**src/sv/ccc_pkg.sv**
```systemverilog
// ----------------------------------------------------------------------------
// Calendar clock counter package
// Shared types, codes and calendar helper functions.
// ----------------------------------------------------------------------------
`default_nettype none

package ccc_pkg;

  // Field widths of the calendar counters.
  localparam int unsigned YearW   = 14;
  localparam int unsigned MonthW  = 4;
  localparam int unsigned DayW    = 5;
  localparam int unsigned HourW   = 5;
  localparam int unsigned MinuteW = 6;
  localparam int unsigned SecondW = 6;

  // Calendar limits.
  localparam logic [YearW-1:0]   YearMax    = YearW'(16383);
  localparam logic [YearW-1:0]   YearSetMin = YearW'(1970);
  localparam logic [YearW-1:0]   YearSetMax = YearW'(9999);
  localparam logic [YearW-1:0]   YearReset  = YearW'(2026);
  localparam logic [MonthW-1:0]  MonthCnt   = MonthW'(12);
  localparam logic [HourW-1:0]   HourCnt    = HourW'(24);
  localparam logic [MinuteW-1:0] MinuteCnt  = MinuteW'(60);
  localparam logic [SecondW-1:0] SecondCnt  = SecondW'(60);

  // Divisibility by 25 on a 14-bit value: multiply by the inverse of 25
  // modulo 2^14; the product is small exactly for multiples of 25.
  localparam logic [YearW-1:0] Inv25    = YearW'(7209);
  localparam logic [YearW-1:0] Mult25Lim = YearW'(655);

  // Request codes.
  typedef enum logic {
    OP_TICK = 1'b0,
    OP_SET  = 1'b1
  } ccc_op_e;

  // Month numbers that carry a length other than 31 days.
  localparam logic [MonthW-1:0] MonFeb = MonthW'(2);
  localparam logic [MonthW-1:0] MonApr = MonthW'(4);
  localparam logic [MonthW-1:0] MonJun = MonthW'(6);
  localparam logic [MonthW-1:0] MonSep = MonthW'(9);
  localparam logic [MonthW-1:0] MonNov = MonthW'(11);

  // Date and time held by the counters.
  typedef struct packed {
    logic [YearW-1:0]   year;
    logic [MonthW-1:0]  month;
    logic [DayW-1:0]    day;
    logic [HourW-1:0]   hour;
    logic [MinuteW-1:0] minute;
    logic [SecondW-1:0] second;
  } ccc_time_t;

  // One incoming request.
  typedef struct packed {
    ccc_op_e   op;
    ccc_time_t value;
  } ccc_req_t;

  // Gregorian leap year test.
  function automatic logic is_leap(input logic [YearW-1:0] y);
    logic [YearW-1:0] prod;
    logic             div25;
    prod  = YearW'(y * Inv25);
    div25 = (prod <= Mult25Lim);
    return (y[1:0] == 2'b00) && (!div25 || (y[3:0] == 4'b0000));
  endfunction

  // Number of days in a month; codes outside 1..12 count as 31 days.
  function automatic logic [DayW-1:0] month_days(input logic [MonthW-1:0] m,
                                                 input logic              leap);
    logic [DayW-1:0] d;
    case (m) inside
      MonFeb:                         d = leap ? DayW'(29) : DayW'(28);
      MonApr, MonJun, MonSep, MonNov: d = DayW'(30);
      default:                        d = DayW'(31);
    endcase
    return d;
  endfunction

endpackage

`default_nettype wire

```
**src/sv/ccc_step.sv**
```systemverilog
// ----------------------------------------------------------------------------
// Calendar clock step logic
// Computes the counter state after one request: a one-second cascade or a
// checked load of a new date and time.
// ----------------------------------------------------------------------------
`default_nettype none

module ccc_step (
  input  ccc_pkg::ccc_time_t cur_i,
  input  ccc_pkg::ccc_req_t  req_i,
  output ccc_pkg::ccc_time_t nxt_o,
  output logic               rejected_o
);

  ccc_pkg::ccc_time_t tick;
  logic               set_ok;
  logic               sec_wrap;
  logic               min_wrap;
  logic               hour_wrap;
  logic               day_wrap;
  logic               mon_wrap;
  logic [ccc_pkg::SecondW-1:0] sec_inc;
  logic [ccc_pkg::MinuteW-1:0] min_inc;
  logic [ccc_pkg::HourW-1:0]   hour_inc;
  logic [ccc_pkg::DayW:0]      day_inc;
  logic [ccc_pkg::MonthW-1:0]  mon_inc;
  logic [ccc_pkg::DayW-1:0]    mdays;

  // Carry cascade for a one-second tick.
  always_comb begin
    sec_inc   = cur_i.second + 1'b1;
    min_inc   = cur_i.minute + 1'b1;
    hour_inc  = cur_i.hour + 1'b1;
    day_inc   = {1'b0, cur_i.day} + 1'b1;
    mon_inc   = cur_i.month + 1'b1;
    mdays     = ccc_pkg::month_days(cur_i.month, ccc_pkg::is_leap(cur_i.year));

    sec_wrap  = (sec_inc >= ccc_pkg::SecondCnt);
    min_wrap  = sec_wrap && (min_inc >= ccc_pkg::MinuteCnt);
    hour_wrap = min_wrap && (hour_inc >= ccc_pkg::HourCnt);
    day_wrap  = hour_wrap && (day_inc > {1'b0, mdays});
    mon_wrap  = day_wrap && (mon_inc > ccc_pkg::MonthCnt);

    tick        = cur_i;
    tick.second = sec_wrap ? '0 : sec_inc;
    if (sec_wrap) begin
      tick.minute = min_wrap ? '0 : min_inc;
    end
    if (min_wrap) begin
      tick.hour = hour_wrap ? '0 : hour_inc;
    end
    if (hour_wrap) begin
      tick.day = day_wrap ? ccc_pkg::DayW'(1) : day_inc[ccc_pkg::DayW-1:0];
    end
    if (day_wrap) begin
      tick.month = mon_wrap ? ccc_pkg::MonthW'(1) : mon_inc;
    end
    if (mon_wrap && (cur_i.year != ccc_pkg::YearMax)) begin
      tick.year = cur_i.year + 1'b1;
    end
  end

  // Range check of a set request; the day is not checked against the month.
  always_comb begin
    set_ok = (req_i.value.year >= ccc_pkg::YearSetMin) &&
             (req_i.value.year <= ccc_pkg::YearSetMax) &&
             (req_i.value.month != '0) &&
             (req_i.value.month <= ccc_pkg::MonthCnt) &&
             (req_i.value.day != '0) &&
             (req_i.value.hour < ccc_pkg::HourCnt) &&
             (req_i.value.minute < ccc_pkg::MinuteCnt) &&
             (req_i.value.second < ccc_pkg::SecondCnt);
  end

  // Select the outcome of the request.
  always_comb begin
    rejected_o = 1'b0;
    if (req_i.op == ccc_pkg::OP_TICK) begin
      nxt_o = tick;
    end else if (set_ok) begin
      nxt_o = req_i.value;
    end else begin
      nxt_o      = cur_i;
      rejected_o = 1'b1;
    end
  end

endmodule

`default_nettype wire

```
**src/sv/calendar_clock_counter_unit.sv**
```systemverilog
// ----------------------------------------------------------------------------
// Calendar clock counter unit
// Gregorian date and time counter driven by one-second ticks and set
// requests, with a registered input stage and a registered result stage.
// ----------------------------------------------------------------------------
// Usage:
//   The input channel (in_valid_i / in_stall_o) carries one request: op_i
//   selects a one-second tick or a set of the date and time from the new_*
//   fields. Each request yields exactly one result on the output channel
//   (out_valid_o / out_stall_i): the date and time after the request, and
//   set_rejected_o when a set request was out of range and ignored.
//   out_valid_o rises once an accepted request reaches the result
//   register. One request is accepted every cycle while the receiver takes
//   results; the whole update is one pass through the step logic between
//   the input register and the state and result registers.
//   When the receiver stalls, the result holds; one more request is taken
//   into the input register, after which in_stall_o rises until the
//   result is taken.
//   Reset sets the clock to 2026-01-01 00:00:00 and empties both stages.
// ----------------------------------------------------------------------------
`default_nettype none

module calendar_clock_counter_unit (
  input  logic        clk_i,
  input  logic        rst_ni,
  input  logic        in_valid_i,
  output logic        in_stall_o,
  input  logic        op_i,
  input  logic [13:0] new_year_i,
  input  logic [3:0]  new_month_i,
  input  logic [4:0]  new_day_i,
  input  logic [4:0]  new_hour_i,
  input  logic [5:0]  new_minute_i,
  input  logic [5:0]  new_second_i,
  output logic        out_valid_o,
  input  logic        out_stall_i,
  output logic [13:0] year_o,
  output logic [3:0]  month_o,
  output logic [4:0]  day_o,
  output logic [4:0]  hour_o,
  output logic [5:0]  minute_o,
  output logic [5:0]  sec_o,
  output logic        set_rejected_o
);

  logic               req_valid_q;
  ccc_pkg::ccc_req_t  req_q;
  ccc_pkg::ccc_req_t  req_d;
  ccc_pkg::ccc_time_t state_q;
  ccc_pkg::ccc_time_t state_d;
  logic               rej_d;
  logic               out_valid_q;
  ccc_pkg::ccc_time_t res_q;
  logic               res_rej_q;
  logic               res_free;
  logic               in_accept;
  logic               req_fire;

  // Handshake control.
  assign res_free   = !out_valid_q || !out_stall_i;
  assign in_stall_o = req_valid_q && !res_free;
  assign in_accept  = in_valid_i && !in_stall_o;
  assign req_fire   = req_valid_q && res_free;

  // Pack the incoming request.
  always_comb begin
    req_d.op           = ccc_pkg::ccc_op_e'(op_i);
    req_d.value.year   = new_year_i;
    req_d.value.month  = new_month_i;
    req_d.value.day    = new_day_i;
    req_d.value.hour   = new_hour_i;
    req_d.value.minute = new_minute_i;
    req_d.value.second = new_second_i;
  end

  // Next counter state for the request in the input register.
  ccc_step u_step (
    .cur_i      (state_q),
    .req_i      (req_q),
    .nxt_o      (state_d),
    .rejected_o (rej_d)
  );

  // Control and counter state.
  always_ff @(posedge clk_i or negedge rst_ni) begin
    if (!rst_ni) begin
      req_valid_q    <= 1'b0;
      out_valid_q    <= 1'b0;
      state_q.year   <= ccc_pkg::YearReset;
      state_q.month  <= ccc_pkg::MonthW'(1);
      state_q.day    <= ccc_pkg::DayW'(1);
      state_q.hour   <= '0;
      state_q.minute <= '0;
      state_q.second <= '0;
    end else begin
      if (!in_stall_o) begin
        req_valid_q <= in_valid_i;
      end
      if (res_free) begin
        out_valid_q <= req_valid_q;
      end
      if (req_fire) begin
        state_q <= state_d;
      end
    end
  end

  // Input and result payload registers.
  always_ff @(posedge clk_i) begin
    if (in_accept) begin
      req_q <= req_d;
    end
    if (req_fire) begin
      res_q     <= state_d;
      res_rej_q <= rej_d;
    end
  end

  // Result outputs.
  assign out_valid_o    = out_valid_q;
  assign year_o         = res_q.year;
  assign month_o        = res_q.month;
  assign day_o          = res_q.day;
  assign hour_o         = res_q.hour;
  assign minute_o       = res_q.minute;
  assign sec_o          = res_q.second;
  assign set_rejected_o = res_rej_q;

endmodule

`default_nettype wire
```
**config.mk**
```make
export PLATFORM = sky130hd
export DESIGN_NAME = calendar_clock_counter_unit
export DESIGN_NICKNAME = d
export VERILOG_FILES = /design/src/sv/ccc_pkg.sv /design/src/sv/ccc_step.sv /design/src/sv/calendar_clock_counter_unit.sv
export SDC_FILE = /design/constraint.sdc
export NUM_CORES = 1
export LEC_CHECK = 0
export ABC_AREA = 0
export ABC_CLOCK_PERIOD_IN_PS = 5700
export BUFFER_PORTS_ARGS = -buffer_cell sky130_fd_sc_hd__buf_2
export CAP_MARGIN = 20
export CORE_MARGIN = 8
export CORE_UTILIZATION = 54
export CTS_CLUSTER_SIZE = 40
export DETAILED_ROUTE_END_ITERATION = 16
export PLACE_DENSITY = 0.83
export SLEW_MARGIN = 10
export SYNTH_ARGS = -nofsm -noshare
export SYNTH_HDL_FRONTEND = slang
export SYNTH_SLANG_ARGS = --single-unit
```
**constraint.sdc**
```tcl
create_clock -name clk_i -period 5.7 [get_ports clk_i]
set_input_delay 1.14 -clock clk_i [delete_from_list [all_inputs] [get_ports clk_i]]
set_output_delay 1.14 -clock clk_i [all_outputs]
set_load 0.005 [all_outputs]
```
==> run_results.csv <==
group,metric,value,unit
outcome,status,"finished with violations",
outcome,violations,"negative setup slack",
die,core_area,14400,µm²
synthesis,syn-cell-area,7890,µm²
finish,drive_gt1_share,23.6,%
clock_tree,cts_buffers,17,
synthesis,synth_edf_count,82,
synthesis,async_flop_share,33.9,%
critical_path,cp_cell_sequence,"fa_1, ha_1, ha_1, inv_2, fa_1, fa_1, inv_2, ha_4, inv_2, a21boi_2, mux2i_1, nand3b_1, o31a_1, ha_1, and2_4, a2111oi_4, o21ai_4, or4_4, or4_4, nand3_2",
placed_design,gp_congestion,0.915,
placed_design,post-dp-hpwl,14800,µm
critical_path,endpoint,"state_q[34]",
routing,drt_pass1_iterations,7,
finish,diodes,0,
clock_tree,cts_root_buf,"clkbuf_16",
synthesis,seq_area_frac_synth,44.7,%
placed_design,placed_cell_area,8630,µm²
power,powerDensity,536,nW/µm²
routing,drcViolationCount,0,
critical_path,worst-path-max-fanout,6,
power,peakVddDrop,332,µV
routing,avgViaCountPerCell,6.67,
timing,finalSetupViolations,14,
finish,instances_no_fill,1083,
finish,fin_nets,993,
routing,drt_iter0_drc,1082,
global_routing,grt_pass1_vias,6789,
global_routing,grt_usage,23.8,%
die,io_pins,88,
synthesis,yosysMostFrequentCell,"edfxtp_1",
timing,final-hold-violation-count,0,
clock_tree,clk-insertion-delay-late,0.42,ns
timing,max_slew_margin,18.2,%
finish,design_area,9570,µm²
timing,worstMarginPinSlew,1.22,ns
global_routing,grt_max_degree,96,
timing,finalCriticalPeriod,5.80,ns
synthesis,synth_seq_cells,124,
clock_tree,cts_tree,"built",
global_routing,antenna_found_initial,0,
critical_path,endpoint_kind,"flip-flop",
critical_path,r2r_slack,-0.1,ns
synthesis,synth_cell_type_count,77,
critical_path,rr_worst_depth,20,
timing,skew,0.0108,ns
run,cap_violations,0,
finish,area_growth,21.3,%
placed_design,port_buffers,87,
die,die_w,137,µm
placed_design,dp_worst_setup_slack,-0.177,ns
synthesis,yosysWarningCount,0,
routing,vias,7222,
global_routing,grt_pass1_wl,34700,µm
critical_path,cp_data_arrival_time,6.16,ns
synthesis,syn_nets,892,
timing,period_share,102,%
timing,whs,0.494,ns
synthesis,synthCells,785,
critical_path,cp.depth,20,
routing,wire_per_inst,21.2,µm
critical_path,required,6.06,ns
clock_tree,cts_sinks,124,
critical_path,critical_path_class,"reg2reg",
timing,setup-tns-final,-0.481,ns
synthesis,avgSynthCellArea,10.1,µm²
min_path,hold_class,"reg2reg",
timing,final.setup.worst_slack,-0.0972,ns
routing,wl,23000,µm
critical_path,cp_slowest_stage_delay,0.56,ns
synthesis,synth_top_area_share,31.2,%
critical_path,critPathTopFamily,"adder cells",
critical_path,timing.rr.end,"state_q[34]",
global_routing,overflow,0,
critical_path,cp_num_buf_inv,3,
die,start_util,54.7,%
synthesis,yosysTopAreaCell,"edfxtp_1",
clock_tree,cts_max_path_buffers,2,
timing,fmax,0.172,GHz
critical_path,start_kind,"flip-flop",
die,die_h,137,µm
timing,slew_viol_final,0,
synthesis,ys_top_cells_by_area,"edfxtp_1 31%, dfrtp_1 10%, ha_1 8.1%, dfstp_2 3.3%, nand2_1 2.9%",
synthesis,synth_common_cells,"82 x edfxtp_1, 61 x nand2_1, 58 x inv_1",
die,num_rows,44,
clock_tree,path_clk_slew,0.06,ns
critical_path,crit_start,"state_q[27]",
routing,ant_nets,0,
clock_tree,htreeDepth,4,
critical_path,r2r_start,"state_q[27]",
synthesis,ys.flop_type,"edfxtp_1",
die,dieArea,18700,µm²
placed_design,placed_cells,1041,
timing,rsz0062_at_grt,"true",
power,p_leak,0.00397,µW
critical_path,crit_slowest_cell,"dfstp_2",
[cells in the final DEF (no fill, tap or decap), types with 13 or more instances in the layout]
master     count
nand3_1       22
buf_4         29
edfxtp_1      82
and3_1        13
a21oi_1       25
a31oi_1       16
nand2_1       61
nor3_1        30
buf_2         87
o21ai_0       23
clkbuf_16     17
inv_1         54
nor2_1        55
dfrtp_1       32
ha_1          49
a211oi_1      21
[through the flow]
| stage | power, µW | util, % |
|---|---|---|
| floorplan | 3120 | - |
| global placement | 3590 | 59.9 |
| detailed placement | 3720 | 59.9 |
| CTS | 4850 | 64.1 |
| global route | 5470 | 66.4 |
| finish | 5130 | 66.4 |
[where the power goes]
part / internal [µW] / leakage [µW] / switching [µW]
Clock: 720 / 0.000291 / 379
Sequential: 1200 / 0.00126 / 241
Combinational: 1150 / 0.00242 / 1440
[area by class of cell]
class,instances,area (µm²)
Fill cell,1057,4850
Multi-Input combinational cell,558,4220
Sequential cell,124,3530
Timing Repair Buffer,126,774
Clock buffer,25,485
Tap cell,184,230
Inverter,59,223
Clock inverter,7,113
[routing by layer]
layer	vias up	global-route usage (%)	routed length, µm
li1	3181	-	-
met1	3428	31.0	8960
met2	524	36.6	10600
met3	89	5.62	2510
met4	0	11.5	873
met5	-	0	0
[kinds of logic after synthesis]
kind of cell,Yosys count,synth area share [%]
muxes,4,0.507
DFF,124,44.7
and+or+nand+nor,257,16.5
adders and majority gates,62,10.9
AOI/OAI and AO/OA,222,20.8
xor gates and xnor gates,13,1.62
buffers and inverters,103,5.06
[how the worst min path moves through the flow]
stage | startpoint | end | slack (ns) | depth (start not counted)
after floorplan | req_valid_q | out_valid_o | 0.46 | 1
after global routing | req_valid_q | out_valid_o | 0.52 | 1
final | req_valid_q | out_valid_o | 0.49 | 1
after detailed placement | req_valid_q | out_valid_o | 0.50 | 1
after CTS | req_valid_q | out_valid_o | 0.50 | 1
after global placement | req_valid_q | out_valid_o | 0.48 | 1
[state kept, by name, indices dropped and copies added, names as in the netlist]
signal	cells
day_o	5
hour_o	5
minute_o	6
month_o	4
out_valid_o	1
req_q	41
req_valid_q	1
sec_o	6
set_rejected_o	1
state_q	40
year_o	14
[what timing repair did]
action	4_1_cts	5_1_grt
setup endpoints to repair	28	42
pin swaps	3	41
gates resized for setup	3	48
buffers inserted	0	9
hold buffers	0	0
Note: power is estimated with default switching activity, not from simulation.
